$ cat src/rtl/core/pfc_pkg.sv
// ----------------------------------------------------------------------------
// pfc_pkg
// Shared types, constants and helpers for the Playfair pair cipher block.
// ----------------------------------------------------------------------------
package pfc_pkg;

  // Square geometry and alphabet
  localparam int SQUARE_SIDE = 5;
  localparam int CELLS       = SQUARE_SIDE * SQUARE_SIDE;
  localparam int LETTERS     = 26;
  localparam int LETTER_W    = 5;
  localparam int CMD_W       = 2;
  localparam int COORD_W     = $clog2(SQUARE_SIDE);
  localparam int IDX_W       = $clog2(CELLS);
  localparam int FILL_W      = $clog2(LETTERS + 1);
  localparam int POS_W       = 2 * COORD_W;

  typedef logic [LETTER_W-1:0] letter_t;
  typedef logic [COORD_W-1:0]  coord_t;
  typedef logic [IDX_W-1:0]    cell_idx_t;

  localparam coord_t LAST_COORD = coord_t'(SQUARE_SIDE - 1);

  // Row/column of a letter within the square
  typedef struct packed {
    coord_t row;
    coord_t col;
  } pos_t;

  typedef enum logic [CMD_W-1:0] {
    CMD_CLEAR   = 2'd0,
    CMD_KEY     = 2'd1,
    CMD_ENCRYPT = 2'd2,
    CMD_DECRYPT = 2'd3
  } cmd_t;

  typedef enum logic [3:0] {
    ST_IDLE,
    ST_ADD,
    ST_FILL,
    ST_RD_A,
    ST_RD_B,
    ST_CALC,
    ST_RD_O2,
    ST_FIN,
    ST_DONE
  } state_t;

  // One write into both tables: square[index] = letter, position[letter] = pos
  typedef struct packed {
    logic      en;
    letter_t   letter;
    cell_idx_t index;
    pos_t      pos;
  } ram_wr_t;

  // Square build status, seen by the top-level checks
  typedef struct packed {
    logic [IDX_W-1:0]   key_count;
    logic               complete;
    logic [LETTERS-1:0] mask;
  } status_t;

  // One step along a row or column with wrap, forward or back
  function automatic coord_t coord_step(coord_t v, logic back);
    coord_t r;
    if (back) begin
      r = (v == '0) ? LAST_COORD : coord_t'(v - coord_t'(1));
    end else begin
      r = (v == LAST_COORD) ? '0 : coord_t'(v + coord_t'(1));
    end
    return r;
  endfunction

endpackage

$ cat src/rtl/core/pfc_ram.sv
// ----------------------------------------------------------------------------
// pfc_ram
// Generic single-write, single-read RAM with registered read data.
// ----------------------------------------------------------------------------
module pfc_ram #(
  parameter int WIDTH = 8,
  parameter int DEPTH = 16
) (
  input  logic                     clk,
  input  logic                     we,
  input  logic [$clog2(DEPTH)-1:0] waddr,
  input  logic [WIDTH-1:0]         wdata,
  input  logic [$clog2(DEPTH)-1:0] raddr,
  output logic [WIDTH-1:0]         rdata
);

  logic [WIDTH-1:0] mem [DEPTH];

  // write port
  always_ff @(posedge clk) begin
    if (we) begin
      mem[waddr] <= wdata;
    end
  end

  // registered read port
  always_ff @(posedge clk) begin
    rdata <= mem[raddr];
  end

endmodule

$ cat src/rtl/core/pfc_cell_unit.sv
// ----------------------------------------------------------------------------
// pfc_cell_unit
// Shared Playfair rule unit: from one letter's position and its partner's,
// gives the square cell that the letter turns into.
// ----------------------------------------------------------------------------
module pfc_cell_unit (
  input  pfc_pkg::pos_t      own,
  input  pfc_pkg::pos_t      other,
  input  logic               decrypt,
  output pfc_pkg::cell_idx_t target
);
  import pfc_pkg::*;

  coord_t row;
  coord_t col;

  // same row wins (covers equal letters), then same column, else rectangle
  always_comb begin
    if (own.row == other.row) begin
      row = own.row;
      col = coord_step(own.col, decrypt);
    end else if (own.col == other.col) begin
      row = coord_step(own.row, decrypt);
      col = own.col;
    end else begin
      row = own.row;
      col = other.col;
    end
  end

  // row * 5 + col as shift and add
  assign target = cell_idx_t'({row, 2'b00}) + cell_idx_t'(row) + cell_idx_t'(col);

endmodule

$ cat src/rtl/core/pfc_seq.sv
// ----------------------------------------------------------------------------
// pfc_seq
// Command sequencer: builds the square from key letters, completes it one
// letter per cycle, then looks up and transforms one pair through the tables.
// ----------------------------------------------------------------------------
module pfc_seq (
  input  logic               clk,
  input  logic               rst,
  // command word in
  input  logic               in_valid,
  output logic               in_ready,
  input  pfc_pkg::cmd_t      in_cmd,
  input  pfc_pkg::letter_t   in_a,
  input  pfc_pkg::letter_t   in_b,
  // result word out
  output logic               res_valid,
  input  logic               res_ready,
  output pfc_pkg::letter_t   res_first,
  output pfc_pkg::letter_t   res_second,
  output logic               res_nf,
  // table ports
  output pfc_pkg::ram_wr_t   wr,
  output pfc_pkg::letter_t   pos_raddr,
  input  pfc_pkg::pos_t      pos_rdata,
  output pfc_pkg::cell_idx_t sq_raddr,
  input  pfc_pkg::letter_t   sq_rdata,
  // build status
  output pfc_pkg::status_t   status
);
  import pfc_pkg::*;

  state_t             state;
  state_t             state_next;
  logic [IDX_W-1:0]   key_count;
  coord_t             add_row;
  coord_t             add_col;
  logic [LETTERS-1:0] mask;
  logic               complete;
  logic [FILL_W-1:0]  fill_letter;

  letter_t            a_r;
  letter_t            b_r;
  logic               dec_r;
  pos_t               pos_a;
  pos_t               pos_b;
  letter_t            o1;
  letter_t            o2;
  logic               nf;

  logic               accept;
  logic               add_ok;
  logic               fill_ok;
  logic               fill_used;
  logic               a_hit;
  logic               b_hit;
  pos_t               unit_own;
  pos_t               unit_other;
  cell_idx_t          unit_cell;

  assign in_ready = (state == ST_IDLE);
  assign accept   = in_valid && in_ready;

  // key letter goes in only if new, in range and the square is still open
  assign add_ok = !complete && (a_r < letter_t'(LETTERS)) && !mask[a_r] &&
                  (key_count < IDX_W'(CELLS));

  // completion walks the alphabet one letter a cycle
  assign fill_ok   = (key_count < IDX_W'(CELLS)) && (fill_letter < FILL_W'(LETTERS));
  assign fill_used = fill_ok ? mask[fill_letter[LETTER_W-1:0]] : 1'b1;

  // a letter is in the square exactly when its mask bit is set
  assign a_hit = (a_r < letter_t'(LETTERS)) ? mask[a_r] : 1'b0;
  assign b_hit = (b_r < letter_t'(LETTERS)) ? mask[b_r] : 1'b0;

  // shared rule unit: first letter in CALC, second in RD_O2
  assign unit_own   = (state == ST_CALC) ? pos_a : pos_b;
  assign unit_other = (state == ST_CALC) ? pos_rdata : pos_a;

  pfc_cell_unit u_cell (
    .own     (unit_own),
    .other   (unit_other),
    .decrypt (dec_r),
    .target  (unit_cell)
  );

  // next state
  always_comb begin
    state_next = state;
    unique case (state)
      ST_IDLE: begin
        if (in_valid) begin
          unique case (in_cmd)
            CMD_CLEAR:                 state_next = ST_IDLE;
            CMD_KEY:                   state_next = ST_ADD;
            CMD_ENCRYPT, CMD_DECRYPT:  state_next = complete ? ST_RD_A : ST_FILL;
            default:                   state_next = ST_IDLE;
          endcase
        end
      end
      ST_ADD:   state_next = ST_IDLE;
      ST_FILL:  state_next = fill_ok ? ST_FILL : ST_RD_A;
      ST_RD_A:  state_next = (a_hit && b_hit) ? ST_RD_B : ST_DONE;
      ST_RD_B:  state_next = ST_CALC;
      ST_CALC:  state_next = ST_RD_O2;
      ST_RD_O2: state_next = ST_FIN;
      ST_FIN:   state_next = ST_DONE;
      ST_DONE:  state_next = res_ready ? ST_IDLE : ST_DONE;
      default:  state_next = ST_IDLE;
    endcase
  end

  // table access and result handshake
  always_comb begin
    wr.en     = ((state == ST_ADD) && add_ok) ||
                ((state == ST_FILL) && fill_ok && !fill_used);
    wr.letter = (state == ST_ADD) ? a_r : fill_letter[LETTER_W-1:0];
    wr.index  = key_count;
    wr.pos    = '{row: add_row, col: add_col};
    pos_raddr = (state == ST_RD_A) ? a_r : b_r;
    sq_raddr  = unit_cell;
    res_valid = (state == ST_DONE);
  end

  assign res_first  = o1;
  assign res_second = o2;
  assign res_nf     = nf;

  assign status.key_count = key_count;
  assign status.complete  = complete;
  assign status.mask      = mask;

  // control state
  always_ff @(posedge clk) begin
    if (rst) begin
      state       <= ST_IDLE;
      key_count   <= '0;
      add_row     <= '0;
      add_col     <= '0;
      mask        <= '0;
      complete    <= 1'b0;
      fill_letter <= '0;
    end else begin
      state <= state_next;
      if (accept && (in_cmd == CMD_CLEAR)) begin
        key_count   <= '0;
        add_row     <= '0;
        add_col     <= '0;
        mask        <= '0;
        complete    <= 1'b0;
        fill_letter <= '0;
      end
      // one cell appended
      if (wr.en) begin
        key_count <= key_count + IDX_W'(1);
        mask      <= mask | (LETTERS'(1) << wr.letter);
        if (add_col == LAST_COORD) begin
          add_col <= '0;
          add_row <= add_row + coord_t'(1);
        end else begin
          add_col <= add_col + coord_t'(1);
        end
      end
      if (state == ST_FILL) begin
        if (fill_ok) begin
          fill_letter <= fill_letter + FILL_W'(1);
        end else begin
          complete <= 1'b1;
        end
      end
    end
  end

  // pair datapath
  always_ff @(posedge clk) begin
    if (accept) begin
      a_r   <= in_a;
      b_r   <= in_b;
      dec_r <= (in_cmd == CMD_DECRYPT);
    end
    case (state)
      ST_RD_A: begin
        nf <= !(a_hit && b_hit);
        o1 <= '0;
        o2 <= '0;
      end
      ST_RD_B:  pos_a <= pos_rdata;
      ST_CALC:  pos_b <= pos_rdata;
      ST_RD_O2: o1    <= sq_rdata;
      ST_FIN:   o2    <= sq_rdata;
      default: ;
    endcase
  end

endmodule

$ cat src/rtl/core/playfair_pair_cipher_top.sv
// ----------------------------------------------------------------------------
// playfair_pair_cipher_top
// Playfair cipher on letters coded 0..25 with a 5x5 square built from a key.
// ----------------------------------------------------------------------------
// One word in at a time; the block takes no new word until the current one is
// done. An encrypt or decrypt word reads the two tables through their single
// read ports (letter position, then square cell, each read twice in turn); a
// pair with a letter missing from the square skips the later reads and goes
// straight to its result. The first pair after a key also walks the alphabet
// one letter per cycle to complete the square, then marks it complete. The
// result sits in an output register, so a new word is taken while the last
// result still waits. Letters not in the square give not_found with both
// output letters zero.
module playfair_pair_cipher_top (
  input  logic        clk,
  input  logic        rst,
  input  logic        s_tvalid,
  output logic        s_tready,
  input  logic [15:0] s_tdata,   // [4:0] lead_letter, [9:5] partner_letter
  input  logic [1:0]  s_tuser,   // [1:0] command
  output logic        m_tvalid,
  input  logic        m_tready,
  output logic [15:0] m_tdata,   // [4:0] out_first, [9:5] out_second
  output logic        m_tuser    // [0] not_found
);
  import pfc_pkg::*;

  ram_wr_t   wr;
  letter_t   pos_raddr;
  logic [POS_W-1:0] pos_rdata;
  cell_idx_t sq_raddr;
  letter_t   sq_rdata;
  status_t   status;

  logic      res_valid;
  logic      res_ready;
  letter_t   res_first;
  letter_t   res_second;
  logic      res_nf;

  letter_t   out_first;
  letter_t   out_second;
  logic      not_found;

  pfc_seq u_seq (
    .clk        (clk),
    .rst        (rst),
    .in_valid   (s_tvalid),
    .in_ready   (s_tready),
    .in_cmd     (cmd_t'(s_tuser)),
    .in_a       (s_tdata[4:0]),
    .in_b       (s_tdata[9:5]),
    .res_valid  (res_valid),
    .res_ready  (res_ready),
    .res_first  (res_first),
    .res_second (res_second),
    .res_nf     (res_nf),
    .wr         (wr),
    .pos_raddr  (pos_raddr),
    .pos_rdata  (pos_rdata),
    .sq_raddr   (sq_raddr),
    .sq_rdata   (sq_rdata),
    .status     (status)
  );

  // square cells, indexed by cell
  pfc_ram #(
    .WIDTH (LETTER_W),
    .DEPTH (CELLS)
  ) u_square (
    .clk   (clk),
    .we    (wr.en),
    .waddr (wr.index),
    .wdata (wr.letter),
    .raddr (sq_raddr),
    .rdata (sq_rdata)
  );

  // letter positions, indexed by letter
  pfc_ram #(
    .WIDTH (POS_W),
    .DEPTH (LETTERS)
  ) u_position (
    .clk   (clk),
    .we    (wr.en),
    .waddr (wr.letter),
    .wdata (wr.pos),
    .raddr (pos_raddr),
    .rdata (pos_rdata)
  );

  // output register
  assign res_ready = !m_tvalid || m_tready;

  always_ff @(posedge clk) begin
    if (rst) begin
      m_tvalid <= 1'b0;
    end else if (res_valid && res_ready) begin
      m_tvalid <= 1'b1;
    end else if (m_tready) begin
      m_tvalid <= 1'b0;
    end
  end

  always_ff @(posedge clk) begin
    if (res_valid && res_ready) begin
      out_first  <= res_first;
      out_second <= res_second;
      not_found  <= res_nf;
    end
  end

  assign m_tdata = {6'd0, out_second, out_first};
  assign m_tuser = not_found;

  // checks
  a_count_matches_mask: assert property (@(posedge clk) disable iff (rst)
    $countones(status.mask) == int'(status.key_count))
    else $error("key count and letter mask disagree");

  a_complete_full: assert property (@(posedge clk) disable iff (rst)
    status.complete |-> (status.key_count == IDX_W'(CELLS)))
    else $error("square marked complete but not full");

  a_nf_zero: assert property (@(posedge clk) disable iff (rst)
    (m_tvalid && not_found) |-> (out_first == '0 && out_second == '0))
    else $error("not_found result carries letters");

  a_letters_in_range: assert property (@(posedge clk) disable iff (rst)
    (m_tvalid && !not_found) |->
      (out_first < letter_t'(LETTERS) && out_second < letter_t'(LETTERS)))
    else $error("result letter out of range");

endmodule

$ cat config.mk
export PLATFORM = sky130hd
export DESIGN_NAME = playfair_pair_cipher_top
export DESIGN_NICKNAME = d
export VERILOG_FILES = /design/src/rtl/core/pfc_pkg.sv /design/src/rtl/core/pfc_ram.sv /design/src/rtl/core/pfc_cell_unit.sv /design/src/rtl/core/pfc_seq.sv /design/src/rtl/core/playfair_pair_cipher_top.sv
export SDC_FILE = /design/constraint.sdc
export NUM_CORES = 1
export LEC_CHECK = 0
export ABC_AREA = 1
export BUFFER_PORTS_ARGS = -buffer_cell sky130_fd_sc_hd__buf_2
export CORE_MARGIN = 5
export CORE_UTILIZATION = 50
export CTS_CLUSTER_SIZE = 12
export DETAILED_ROUTE_END_ITERATION = 7
export PLACE_DENSITY = 0.66
export SYNTH_ARGS = -nofsm -noshare
export SYNTH_HDL_FRONTEND = slang
export SYNTH_SLANG_ARGS = --single-unit
$ cat constraint.sdc
create_clock -name clk -period 5.2 [get_ports clk]
set_clock_uncertainty 0.05 [all_clocks]
set_input_delay 0 -clock clk [delete_from_list [all_inputs] [get_ports clk]]
set_output_delay 0 -clock clk [all_outputs]
set_load 0.005 [all_outputs]
==> summary.txt <==
Clock network
  – Clock buffer depth: 3
  – Clock transition at path regs: 0.06 ns
  – CTS Hold Buffers Added: 16
  – Cts bufs inserted: 40
  – CTS resizes: 0
  – Insertion delay to the later sink of the worst-skew pair: 0.54 ns
  – Sink Count: 385
  – Root Driver: clkbuf_16
  – H-tree levels: 2
  – TritonCTS clock tree: yes
  – Post-CTS Setup Bufs: 0

Route
  – Detailed-route DRC error count: 0
  – M1 WL: 17000 um
  – Top Metal Used: met4
  – Drt total wl: 39800 um
  – Routed len/inst: 18.3 um
  – Iter 0 DRT Violations: 1071
  – Drt pass-1 iters: 5
  – DR WL met2: 18900 um
  – DR WL met3: 2500 um
  – Number of nets with antenna violations after routing: 0
  – Vias post-DR: 12300
  – Avg Vias per Cell: 5.67

Worst setup path
  – WP data required: 5.58 ns
  – Endpoint class of the critical path: flip-flop
  – Crit path DAT: 5.00 ns
  – Critical Path Source Type: flip-flop
  – Critical path class: reg -> reg
  – Crit Path Max Fanout: 20

Floorplan
  – Starting Density: 50.2%
  – # rows: 68
  – Top Ports: 41
  – Die ar.: 0.0382 mm^2
  – Chip width: 196 um
  – Die H: 196 um
  – Core ar.: 0.0343 mm^2

Yosys
  – YS warnings: 0
  – Mean Syn Cell Area: 10.4 um^2
  – Yosys cell types: 47
  – FF+latch count, synth: 385
  – Ys async rst share: 0%
  – Synth Instances: 1661
  – EDFF count, synth: 326
  – Post-Syn Area: 0.0172 mm^2
  – Register area share after synthesis: 63.7%
  – Ys flop type: edfxtp_1

Timing
  – Hold Slack: 0.0369 ns
  – Setup TNS: 0 ns
  – Final hold vios: 0
  – Slew Viols, Final: 0
  – Slew @ Worst Pin: 1.15 ns
  – Endpoints failing setup: 0
  – Relative slew slack: 23.2%
  – Tcrit/Tclk final: 88.8%
  – Fmax: 0.216 GHz
  – Unrepaired setup endpoints after global routing: false
  – Min Clock Period, post-route: 4.62 ns

Cells and area
  – Fin nets: 1728
  – Design Area, Final: 0.0191 mm^2
  – Most frequent cells in the layout: edfxtp_1 (326), nand2_1 (281), nor2_1 (203), o21ai_0 (151), inv_1 (123)
  – Sequential cell area: 0.0110 mm^2
  – Area of the multi-input gates: 0.00534 mm^2
  – Util after Layout: 55.6%
  – Fill count: 2912
  – P&R area growth vs syn: 10.8%
  – Most common cell after layout, fill and taps aside: edfxtp_1
  – ANT cells: 0
  – Layout cells sized above 1: 8.15%

Min path
  – Class of the worst hold path: in -> reg

Placed design
  – Placed Area: 0.0177 mm^2
  – IO Port Bufs: 28
  – Detailed placement HPWL: 25600 um
  – Gpl congestion: 0.881

Global route
  – First-pass GRT wire length: 62400 um
  – Overflow after GRT: 0
  – Largest net degree at the start of global routing: 79
  – Vias in the first global route: 11500
  – GRT Total Usage: 20.4%
  – Initial antenna violation count: 0

Power
  – Power Dens Cells: 339 mW/mm^2
  – Maximum VDD drop: 0.000219 V
  – Leakage: 7.04 nW

Run
  – Max-cap violations: 0

Status
  – Status: finished, final reports clean
-- cells in the mapped netlist, types with 4 or more instances --
cell type | count | area, um^2
a21oi_1 | 87 | 435
buf_2 | 24 | 120
buf_4 | 10 | 75.1
clkbuf_1 | 53 | 199
dfxtp_1 | 59 | 1180
edfxtp_1 | 326 | 9790
ha_1 | 16 | 200
inv_1 | 123 | 462
inv_2 | 9 | 33.8
mux2i_1 | 11 | 110
nand2_1 | 281 | 1050
nand2_2 | 7 | 43.8
nand3_1 | 95 | 475
nand4_1 | 33 | 206
nor2_1 | 203 | 762
nor3_1 | 10 | 50.1
o211ai_1 | 45 | 338
o21a_1 | 4 | 30.0
o21ai_0 | 151 | 756
o21ai_1 | 10 | 50.1
o21ai_2 | 7 | 61.3
o21bai_1 | 23 | 173
o221ai_1 | 6 | 52.6
o22ai_1 | 8 | 50.1
o32ai_1 | 19 | 166
or2_2 | 5 | 31.3
xor2_1 | 4 | 35.0
-- where the power goes --
part	switching, mW	total, mW	internal, mW
clock	1.12	2.60	1.48
sequential	0.0448	3.42	3.38
combinational	0.308	0.431	0.123
-- state kept, by name, indices dropped and copies added, names as in the netlist --
register / cells
u_seq.pos_b: 6
m_tvalid: 1
u_seq.key_count: 5
u_seq.add_row: 3
u_seq.b_r: 5
u_position.rdata: 6
u_square.mem: 125
out_first: 5
u_seq.complete: 1
u_seq.state: 4
u_seq.res_nf: 1
u_seq.res_second: 5
u_seq.a_r: 5
u_seq.res_first: 5
m_tuser: 1
u_position.mem: 156
u_seq.fill_letter: 5
u_seq.add_col: 3
out_second: 5
u_seq.mask: 26
u_seq.pos_a: 6
u_square.rdata: 5
u_seq.dec_r: 1
-- cell families after synthesis --
group                    synth area share, %
buffers and inverters                   5.42
AND/OR/NAND/NOR                         15.9
adder cells (fa/ha/maj)                 1.40
XOR/XNOR                               0.254
other                                 0.0218
AO/OA/AOI/OAI                           12.6
flip-flops                              63.7
multiplexers                           0.640
-- final timing paths --
kind / start / to / slack (ns) / cells after the start
min: rst / u_seq.state[3]$_SDFFE_PP0P_ / 0.04 / 2
min reg2reg: u_seq.res_first[3]$_SDFFCE_PN0P_ / out_first[3]$_DFFE_PP_ / 0.37 / 0
max: u_seq.state[2]$_SDFFE_PP0P_ / u_square.rdata[2]$_DFF_P_ / 0.58 / 19
max reg2reg: u_seq.state[2]$_SDFFE_PP0P_ / u_square.rdata[2]$_DFF_P_ / 0.58 / 19
-- critical path, cell delays in order, from the launching register on --
cell and delay (ns):
dfxtp_1 0.44, inv_2 0.10, nor2_8 0.23, nand2_2 0.27, o21ai_2 0.34, inv_2 0.08, ha_1 0.22, nor2_1 0.13
a21oi_1 0.09, o21ai_0 0.19, o21ai_0 0.18, fa_1 0.51, fa_1 0.49, buf_4 0.21, inv_1 0.38, o221ai_1 0.24
nand3_1 0.13, o21ai_0 0.09, nand3_1 0.10, nand2_1 0.05
-- layout make-up --
type                       instances  share of cell area (%)
inverter                         135                    2.66
timing repair buffer              71                    2.64
sequential                       385                    57.5
tap                              455                    2.99
multi-input combinational       1055                    28.0
clock buffer                      62                    5.89
clock inverter                     9                   0.289
-- metrics by stage --
| stage | worst slack, ns | std cells | power (mW) |
|---|---|---|---|
| floorplan | 1.37 | 1666 | 3.76 |
| global placement | 0.769 | 2085 | 3.89 |
| detailed placement | 0.653 | 2085 | 3.90 |
| CTS | 0.627 | 2172 | 6.51 |
| global route | 0.262 | 2172 | 6.70 |
| finish | 0.580 | 2172 | 6.46 |
-- metal layers --
layer  vias up  global-route usage, %
li1       5901                      -
met1      5868                   28.3
met2       440                   33.1
met3        99                   2.90
met4         0                   7.53
met5         -                      0
Note: power is estimated with default switching activity, not from simulation.
